<file path="src/sv/maf_pkg.sv">
// ----------------------------------------------------------------------------
// maf_pkg
// Shared types and constants for the moving average filter.
// ----------------------------------------------------------------------------
package maf_pkg;

    localparam int unsigned SAMPLE_W = 16;
    localparam int unsigned LENGTH_W = 6;

    localparam logic [SAMPLE_W-1:0] INVALID_SAMPLE = 16'hFFFF;
    localparam logic [LENGTH_W-1:0] LENGTH_RESET   = 6'd8;

    typedef enum logic [2:0] {
        S_IDLE,
        S_UPDATE,
        S_DIV,
        S_DONE
    } t_state;

    // controller to datapath
    typedef struct packed {
        logic load;
        logic update;
        logic div_step;
        logic out_load;
    } t_cmd;

    // datapath to controller
    typedef struct packed {
        logic in_invalid;
        logic div_last;
        logic out_free;
    } t_status;

endpackage

</file>
<file path="src/sv/maf_ram.sv">
// ----------------------------------------------------------------------------
// maf_ram
// Generic simple dual-port RAM, one write port, one registered read port.
// ----------------------------------------------------------------------------
module maf_ram #(
    parameter int unsigned WIDTH = 16,
    parameter int unsigned DEPTH = 32,
    localparam int unsigned ADDR_W = (DEPTH > 1) ? $clog2(DEPTH) : 1
) (
    input  logic              i_clk,
    input  logic              i_we,
    input  logic [ADDR_W-1:0] i_waddr,
    input  logic [WIDTH-1:0]  i_wdata,
    input  logic [ADDR_W-1:0] i_raddr,
    output logic [WIDTH-1:0]  o_rdata
);

    logic [WIDTH-1:0] r_mem [DEPTH];
    logic [WIDTH-1:0] r_rdata;

    // write port
    always_ff @(posedge i_clk) begin
        if (i_we) begin
            r_mem[i_waddr] <= i_wdata;
        end
    end

    // registered read port
    always_ff @(posedge i_clk) begin
        r_rdata <= r_mem[i_raddr];
    end

    assign o_rdata = r_rdata;

endmodule

</file>
<file path="src/sv/maf_ctrl.sv">
// ----------------------------------------------------------------------------
// maf_ctrl
// Sequencer for the moving average filter: accept, update, divide, deliver.
// ----------------------------------------------------------------------------
module maf_ctrl
    import maf_pkg::*;
(
    input  logic    i_clk,
    input  logic    i_rst_n,
    input  logic    i_valid,
    input  t_status i_status,
    output t_cmd    o_cmd,
    output logic    o_stall
);

    t_state r_state;
    t_state n_state;

    // state register
    always_ff @(posedge i_clk) begin
        if (!i_rst_n) begin
            r_state <= S_IDLE;
        end else begin
            r_state <= n_state;
        end
    end

    // next state
    always_comb begin
        n_state = r_state;
        unique case (r_state)
            S_IDLE: begin
                if (i_valid) begin
                    n_state = i_status.in_invalid ? S_DONE : S_UPDATE;
                end
            end
            S_UPDATE: begin
                n_state = S_DIV;
            end
            S_DIV: begin
                if (i_status.div_last) begin
                    n_state = S_DONE;
                end
            end
            S_DONE: begin
                if (i_status.out_free) begin
                    n_state = S_IDLE;
                end
            end
            default: begin
                n_state = S_IDLE;
            end
        endcase
    end

    // command outputs
    always_comb begin
        o_cmd   = '0;
        o_stall = 1'b1;
        unique case (r_state)
            S_IDLE: begin
                o_stall    = 1'b0;
                o_cmd.load = i_valid;
            end
            S_UPDATE: begin
                o_cmd.update = 1'b1;
            end
            S_DIV: begin
                o_cmd.div_step = 1'b1;
            end
            S_DONE: begin
                o_cmd.out_load = i_status.out_free;
            end
            default: begin
                o_cmd = '0;
            end
        endcase
    end

endmodule

</file>
<file path="src/sv/maf_dp.sv">
// ----------------------------------------------------------------------------
// maf_dp
// Datapath: window ring, running sum, restoring divider and output register.
// ----------------------------------------------------------------------------
module maf_dp
    import maf_pkg::*;
#(
    parameter int unsigned MAX_WINDOW = 32
) (
    input  logic                i_clk,
    input  logic                i_rst_n,
    input  t_cmd                i_cmd,
    output t_status             o_status,
    input  logic [SAMPLE_W-1:0] i_sample,
    input  logic                i_cfg_we,
    input  logic [LENGTH_W-1:0] i_cfg_wdata,
    input  logic                i_stall,
    output logic                o_valid,
    output logic [SAMPLE_W-1:0] o_average
);

    localparam int unsigned POS_W  = (MAX_WINDOW > 1) ? $clog2(MAX_WINDOW) : 1;
    localparam int unsigned CNT_W  = $clog2(MAX_WINDOW + 1);
    localparam int unsigned SUM_W  = $clog2(MAX_WINDOW * 65534 + 1);
    localparam int unsigned ITER_W = $clog2(SUM_W + 1);
    localparam int unsigned CMP_W  = (CNT_W > LENGTH_W) ? CNT_W : LENGTH_W;

    logic [LENGTH_W-1:0] r_len;
    logic [POS_W-1:0]    r_wp;
    logic                r_full;
    logic [SUM_W-1:0]    r_sum;
    logic [SAMPLE_W-1:0] r_sample;
    logic                r_bypass;
    logic [SUM_W-1:0]    r_quo;
    logic [CNT_W-1:0]    r_rem;
    logic [CNT_W-1:0]    r_div;
    logic [ITER_W-1:0]   r_iter;
    logic                r_out_valid;
    logic [SAMPLE_W-1:0] r_average;

    logic [CMP_W-1:0]    len_ext;
    logic [CNT_W-1:0]    eff_len;
    logic [CNT_W-1:0]    pos;
    logic [CNT_W-1:0]    pos_inc;
    logic [CNT_W-1:0]    n_pos;
    logic                n_full;
    logic [CNT_W-1:0]    n_count;
    logic [SUM_W-1:0]    n_sum;
    logic [SAMPLE_W-1:0] rd_data;
    logic [CNT_W:0]      shifted;
    logic                ge;
    logic [CNT_W:0]      diff;
    logic                out_take;

    // effective window length: zero acts as one, saturate at the store depth
    always_comb begin
        len_ext = CMP_W'(r_len);
        if (len_ext == '0) begin
            len_ext = CMP_W'(1);
        end else if (len_ext > CMP_W'(MAX_WINDOW)) begin
            len_ext = CMP_W'(MAX_WINDOW);
        end
        eff_len = CNT_W'(len_ext);
    end

    // write slot, next slot and sample count
    always_comb begin
        pos = CNT_W'(r_wp);
        if (pos >= eff_len) begin
            pos = '0;
        end
        pos_inc = pos + CNT_W'(1);
        n_full  = r_full;
        n_pos   = pos_inc;
        if (pos_inc >= eff_len) begin
            n_pos  = '0;
            n_full = 1'b1;
        end
        n_count = n_full ? eff_len : n_pos;
        if (n_count == '0) begin
            n_count = CNT_W'(1);
        end
    end

    // running sum: add the new sample, drop the overwritten one once full
    assign n_sum = r_sum - (r_full ? SUM_W'(rd_data) : '0) + SUM_W'(r_sample);

    // window ring; read address follows the write slot so data is ready at update
    maf_ram #(
        .WIDTH (SAMPLE_W),
        .DEPTH (MAX_WINDOW)
    ) u_ram (
        .i_clk   (i_clk),
        .i_we    (i_cmd.update),
        .i_waddr (POS_W'(pos)),
        .i_wdata (r_sample),
        .i_raddr (POS_W'(pos)),
        .o_rdata (rd_data)
    );

    // filter state and window length register
    always_ff @(posedge i_clk) begin
        if (!i_rst_n) begin
            r_len  <= LENGTH_RESET;
            r_wp   <= '0;
            r_full <= 1'b0;
            r_sum  <= '0;
        end else if (i_cfg_we) begin
            r_len  <= i_cfg_wdata;
            r_wp   <= '0;
            r_full <= 1'b0;
            r_sum  <= '0;
        end else if (i_cmd.update) begin
            r_wp   <= POS_W'(n_pos);
            r_full <= n_full;
            r_sum  <= n_sum;
        end
    end

    // input capture
    always_ff @(posedge i_clk) begin
        if (i_cmd.load) begin
            r_sample <= i_sample;
            r_bypass <= (i_sample == INVALID_SAMPLE);
        end
    end

    // restoring divider step, one quotient bit per cycle
    always_comb begin
        shifted = {r_rem, r_quo[SUM_W-1]};
        ge      = (shifted >= {1'b0, r_div});
        diff    = shifted - {1'b0, r_div};
    end

    always_ff @(posedge i_clk) begin
        if (i_cmd.update) begin
            r_quo <= n_sum;
            r_rem <= '0;
            r_div <= n_count;
        end else if (i_cmd.div_step) begin
            r_quo <= {r_quo[SUM_W-2:0], ge};
            r_rem <= ge ? diff[CNT_W-1:0] : shifted[CNT_W-1:0];
        end
    end

    always_ff @(posedge i_clk) begin
        if (!i_rst_n) begin
            r_iter <= '0;
        end else if (i_cmd.update) begin
            r_iter <= ITER_W'(SUM_W);
        end else if (i_cmd.div_step) begin
            r_iter <= r_iter - ITER_W'(1);
        end
    end

    // output register, refilled as soon as the held beat is taken
    assign out_take = r_out_valid && !i_stall;

    always_ff @(posedge i_clk) begin
        if (!i_rst_n) begin
            r_out_valid <= 1'b0;
        end else if (i_cmd.out_load) begin
            r_out_valid <= 1'b1;
        end else if (out_take) begin
            r_out_valid <= 1'b0;
        end
    end

    always_ff @(posedge i_clk) begin
        if (i_cmd.out_load) begin
            r_average <= r_bypass ? INVALID_SAMPLE : r_quo[SAMPLE_W-1:0];
        end
    end

    assign o_status.in_invalid = (i_sample == INVALID_SAMPLE);
    assign o_status.div_last   = (r_iter == ITER_W'(1));
    assign o_status.out_free   = !r_out_valid || !i_stall;

    assign o_valid   = r_out_valid;
    assign o_average = r_average;

endmodule

</file>
<file path="src/sv/moving_average_filter.sv">
// ----------------------------------------------------------------------------
// moving_average_filter
// Mean of the most recent distance samples over a programmable window.
// ----------------------------------------------------------------------------
//  channel | direction | handshake        | payload
//  --------+-----------+------------------+-------------------
//  sample  | in        | i_valid/o_stall  | i_sample[15:0]
//  average | out       | o_valid/i_stall  | o_average[15:0]
//  config  | in        | i_cfg_we         | i_cfg_wdata[5:0]
//
// a valid sample goes from accept through the update and divide states to the
// output register (SUM_W = clog2(MAX_WINDOW*65534+1) quotient bits), one bit per
// cycle from the restoring divider; an invalid marker skips straight to output.
// the sequencer then returns to idle before it takes the next sample.
// one sample at a time; the next is taken while the last beat still waits.
// synchronous active-low reset; no clearing pass, ring entries are read
// only after they are written. a stalled output holds the divider result.
// ----------------------------------------------------------------------------
module moving_average_filter
    import maf_pkg::*;
#(
    parameter int unsigned MAX_WINDOW = 32
) (
    input  logic                i_clk,
    input  logic                i_rst_n,
    input  logic                i_valid,
    output logic                o_stall,
    input  logic [SAMPLE_W-1:0] i_sample,
    output logic                o_valid,
    input  logic                i_stall,
    output logic [SAMPLE_W-1:0] o_average,
    input  logic                i_cfg_we,
    input  logic [LENGTH_W-1:0] i_cfg_wdata
);

    t_cmd    cmd;
    t_status status;

    // sequencer
    maf_ctrl u_ctrl (
        .i_clk    (i_clk),
        .i_rst_n  (i_rst_n),
        .i_valid  (i_valid),
        .i_status (status),
        .o_cmd    (cmd),
        .o_stall  (o_stall)
    );

    // datapath
    maf_dp #(
        .MAX_WINDOW (MAX_WINDOW)
    ) u_dp (
        .i_clk       (i_clk),
        .i_rst_n     (i_rst_n),
        .i_cmd       (cmd),
        .o_status    (status),
        .i_sample    (i_sample),
        .i_cfg_we    (i_cfg_we),
        .i_cfg_wdata (i_cfg_wdata),
        .i_stall     (i_stall),
        .o_valid     (o_valid),
        .o_average   (o_average)
    );

    // checks

    // busy in the cycle after every accepted sample
    a_busy_after_accept: assert property (@(posedge i_clk) disable iff (!i_rst_n)
        (i_valid && !o_stall) |=> o_stall)
        else $error("input accepted while previous sample in flight");

    // a result is only loaded when the output register can take it
    a_load_when_free: assert property (@(posedge i_clk) disable iff (!i_rst_n)
        cmd.out_load |-> (!o_valid || !i_stall))
        else $error("output beat overwritten before taken");

    // divider and ring update never overlap input capture or output load
    a_cmd_exclusive: assert property (@(posedge i_clk) disable iff (!i_rst_n)
        $onehot0({cmd.load, cmd.update, cmd.div_step, cmd.out_load}))
        else $error("overlapping datapath commands");

    // reset leaves the block empty and ready
    a_reset_state: assert property (@(posedge i_clk)
        !i_rst_n |=> (!o_valid && !o_stall))
        else $error("block not idle after reset");

endmodule
</file>
<file path="config.mk">
export PLATFORM = sky130hd
export DESIGN_NAME = moving_average_filter
export DESIGN_NICKNAME = d
export VERILOG_FILES = /design/src/sv/maf_pkg.sv /design/src/sv/maf_ram.sv /design/src/sv/maf_ctrl.sv /design/src/sv/maf_dp.sv /design/src/sv/moving_average_filter.sv
export SDC_FILE = /design/constraint.sdc
export NUM_CORES = 1
export LEC_CHECK = 0
export BUFFER_PORTS_ARGS = -buffer_cell sky130_fd_sc_hd__buf_2
export CAP_MARGIN = 30
export CORE_MARGIN = 2
export CORE_UTILIZATION = 56
export CTS_CLUSTER_SIZE = 12
export DETAILED_ROUTE_END_ITERATION = 6
export PLACE_DENSITY_LB_ADDON = 0.05
export SLEW_MARGIN = 25
export SYNTH_ARGS = -nofsm -noshare
export SYNTH_HDL_FRONTEND = slang
export SYNTH_SLANG_ARGS = --single-unit
</file>
<file path="constraint.sdc">
create_clock -name i_clk -period 4.65 [get_ports i_clk]
set_input_delay 0 -clock i_clk [delete_from_list [all_inputs] [get_ports i_clk]]
set_output_delay 0 -clock i_clk [all_outputs]
set_load 0.01 [all_outputs]
</file>
==> metrics.json <==
{
  "final_cell_count_no_fill": 2748,
  "floorplan.io_pins": 45,
  "routed-wl-met3_microns": 6020,
  "cts_tree": "yes",
  "floorplan.die.height_microns": 220,
  "htreeDepth": 3,
  "hold_violation_total_from_the_final_report": 0,
  "final.period_utilization": 0.937,
  "sequential_fraction_of_the_synthesis_area": 0.704,
  "static-leakage-power_nw": 10.5,
  "detail_route.vias_per_cell": 6.28,
  "routed_wirelength_normalized_by_instance_count_microns": 27.4,
  "core_area_sq_um": 46400,
  "dp.final_hpwl_microns": 49200,
  "post_synth_num_cell_types": 77,
  "syn-num-nets": 1986,
  "critical-path-max-stage-delay_ns": 0.53,
  "powerDensity_nw_per_um2": 501,
  "timing.fmax_mhz": 229,
  "power_switching_mw": 4.37,
  "worst_path_max_delay_cell": "sky130_fd_sc_hd__or4_1",
  "cts_inserted_buffers": 68,
  "postSynthCellCount": 1894,
  "detailroute.wirelength.met2_microns": 36900,
  "cap_violations": 0,
  "worst_pin_slew_ns": 0.949,
  "irDropWorstVdd_mv": 0.392,
  "synth_ff_type": "sky130_fd_sc_hd__edfxtp_1",
  "setup_ws_post_layout_ns": 0.291,
  "synthesis.yosys.warnings": 0,
  "nature_of_the_critical_path_endpoint": "flip-flop",
  "timing.final.crit_period_ns": 4.36,
  "final_max_slew_viol_count": 0,
  "setup_tns_ns": 0,
  "comb_pwr_share": 0.199,
  "worstSetupPathType": "flip-flop to flip-flop",
  "die_area_sq_um": 48500,
  "sw_ratio": 0.287,
  "layout-drive-gt1-share": 0.149,
  "number_of_antenna_violations_at_the_first_check_in_global_routing": 3,
  "relSlewSlack": 0.351,
  "worstPathCellList": "nor4_1, nor2_1, nor2_1, ha_1, nand2b_1, a21o_1, a21oi_4, nand2_2, inv_1, ha_2, nand3_1, xnor2_1, nor2_1, ha_1, and3_1, a21oi_2, o211ai_1, mux2_2, or4_1, o221ai_1",
  "detailroute.via_count": 17300,
  "worstSkewPairLatency_ns": 0.61,
  "initial_utilization": 0.565,
  "rsz0062_at_grt": "false",
  "final_common_cell": "sky130_fd_sc_hd__edfxtp_1",
  "cts-root-to-sink-buffers": 3,
  "final_net_count": 2184,
  "synth.avg_cell_area_sq_um": 13.8,
  "clk_pin_slew_ns": 0.06,
  "detail_route.wirelength.met1_microns": 29800,
  "dr.first_iter.drc_count": 2076,
  "maxUsedRoutingLayer": "met4",
  "antennaDiodeCount": 0,
  "cp_max_fo": 4,
  "power.share.sequential": 0.472,
  "share_clk_of_total_power": 0.330,
  "cts_root_buffer": "sky130_fd_sc_hd__clkbuf_16",
  "netlist_area_sq_um": 26200,
  "route.antenna.remaining_nets": 0,
  "drc": 0,
  "width_of_the_die_microns": 220,
  "final_replace_weighted_congestion": 0.915,
  "wire_length_of_the_first_global_routing_pass_microns": 110000,
  "final-setup-viol-count": 0,
  "numClockSinks": 635,
  "syn_to_final_growth_pct": 16.0,
  "status": "finished clean",
  "placement.io_buffers": 44,
  "mostFrequentLayoutCells": "sky130_fd_sc_hd__edfxtp_1 (572), sky130_fd_sc_hd__o22ai_1 (156), sky130_fd_sc_hd__nor2_1 (151), sky130_fd_sc_hd__inv_1 (143), sky130_fd_sc_hd__buf_4 (127)",
  "first_global_vias": 16700,
  "placed_cells_incl_taps": 2590,
  "timing.hold.worst.class": "input pin to flip-flop",
  "drt_wl_total_microns": 75400,
  "edff_count_synth": 572,
  "fin_util": 0.656,
  "dpl_worst_slack_ns": 0.279,
  "worstPathRequired_ns": 5.07,
  "reg2reg_slack_ns": 0.29,
  "rows": 79,
  "number_of_register_bits_inferred_by_synthesis": 635,
  "critPathLaunchType": "flip-flop",
  "number_of_search_and_repair_iterations_in_the_first_detailed_routing_pass": 5,
  "critical_path.most_common_cell": "sky130_fd_sc_hd__nor2_1",
  "grt_util_all_layers": 0.317,
  "grt_overflow": 0,
  "synth-async-reset-ratio": 0,
  "skew_final_ns": 0.0268,
  "power_report.internal_total_mw": 10.9,
  "grt_start_max_net_pins": 60,
  "worstPathArrival_ns": 4.78
}
## final cells by class
class | instances | area (sq um)
clock inverters | 12 | 104
repair buffers | 222 | 1780
inverters | 145 | 544
well taps | 607 | 759
clock buffers | 107 | 1930
multi-input cells | 1020 | 6830
fillers | 3401 | 16000
flip-flops and latches | 635 | 18400
## cell families (layout without fill, tap and decap cells)
kind of cell | after synthesis | count (layout) | synth area share
flops | 635 | 635 | 0.704
fa+ha+maj | 65 | 65 | 0.0359
xor+xnor | 18 | 18 | 0.00655
buf+inv | 239 | 486 | 0.0367
simple gates | 450 | 450 | 0.0846
mux | 19 | 19 | 0.00846
compound gates | 468 | 468 | 0.124
## worst max-delay path, delay by kind of cell, from the launching register on
family | cells | cell delay, ns
and+or+nand+nor | 9 | 1.70
AOI/OAI and AO/OA | 5 | 0.87
adders and majority gates | 3 | 0.71
muxes | 1 | 0.33
DFF | 1 | 0.32
xor gates and xnor gates | 1 | 0.14
buffers and inverters | 1 | 0.09
## what timing repair did
item,4_1_cts,5_1_grt
hold buffers,39,0
endpoints found under the hold margin,49,0
setup buffers,0,0
setup endpoints to repair,0,1
gates resized for setup,0,5
## final timing paths
kind / start / endpoint / cells after the start
worst max-delay path: u_dp.r_len[1] / u_dp.r_div[0] / 20
worst min-delay path: i_sample[6] / u_dp.r_sample[6] / 2
worst max register to register: u_dp.r_len[1] / u_dp.r_div[0] / 20
worst min register to register: u_dp.r_sum[4] / u_dp.r_sum[4] / 2
## flip-flops by register name, summed over array words and instances, names as in the netlist
register / flops
u_dp.u_ram.r_mem: 512
u_dp.r_full: 1
u_dp.o_valid: 1
u_dp.u_ram.o_rdata: 16
u_dp.r_sum: 21
u_dp.o_average: 16
u_dp.r_iter: 5
u_dp.r_rem: 6
u_ctrl.r_state: 2
u_dp.r_wp: 5
u_dp.r_len: 6
u_dp.r_quo: 21
u_dp.r_sample: 16
u_dp.r_div: 6
u_dp.r_bypass: 1
## synth_stat cells (all sizes together), types with 5 or more instances
library cell  count  share of area
mux2              5         0.0021
o21a              9         0.0026
or3              10         0.0024
nand4            11         0.0026
nand3            26         0.0054
nor2b            21         0.0053
a21o              9         0.0026
a21boi            9         0.0026
o41ai            11         0.0037
o211ai           17         0.0056
nor4              8         0.0019
and2             24         0.0057
a211oi            8         0.0025
mux2i            12         0.0046
nand2            60         0.0086
a2111o            7         0.0030
nor2            151          0.022
inv             143          0.020
a2111oi          26          0.012
o21ai            86          0.017
nand2b            6         0.0014
o31ai             8         0.0023
a22oi             5         0.0014
o221ai           11         0.0037
clkbuf           48         0.0069
buf              46         0.0091
xnor2            14         0.0047
a21oi            56          0.011
edfxtp          572           0.66
nor4b            14         0.0047
dfxtp            63          0.048
or2              16         0.0038
fa               17          0.013
ha               48          0.023
a311oi            5         0.0019
o2111ai          18         0.0063
nor3             89          0.017
o22ai           156          0.037
## power by group through the flow
| stage | sequential, mW | clock [mW] | combinational (mW) |
|---|---|---|---|
| after CTS | 7.18 | 5.07 | 3.01 |
| after global routing | 7.20 | 5.30 | 3.35 |
| after detailed placement | 7.29 | 0 | 2.97 |
| final | 7.18 | 5.02 | 3.02 |
| after floorplan | 7.27 | 0 | 1.92 |
| after global placement | 7.29 | 0 | 2.91 |
## stage by stage
step | hold WS (ns) | total power, mW | area, sq um
after global placement | 0.193 | 10.2 | 27900
after floorplan | 0.0989 | 9.19 | 26200
after global routing | 0.120 | 15.8 | 30400
after CTS | 0.101 | 15.3 | 30400
after detailed placement | 0.194 | 10.3 | 27900
final | 0.131 | 15.2 | 30400
## per-layer routing
layer  vias to the layer above  track usage
li1                       7670            -
met1                      8667        0.427
met2                       776        0.525
met3                       141       0.0562
met4                         0        0.111
met5                         -            0
Note: power is estimated with default switching activity, not from simulation.
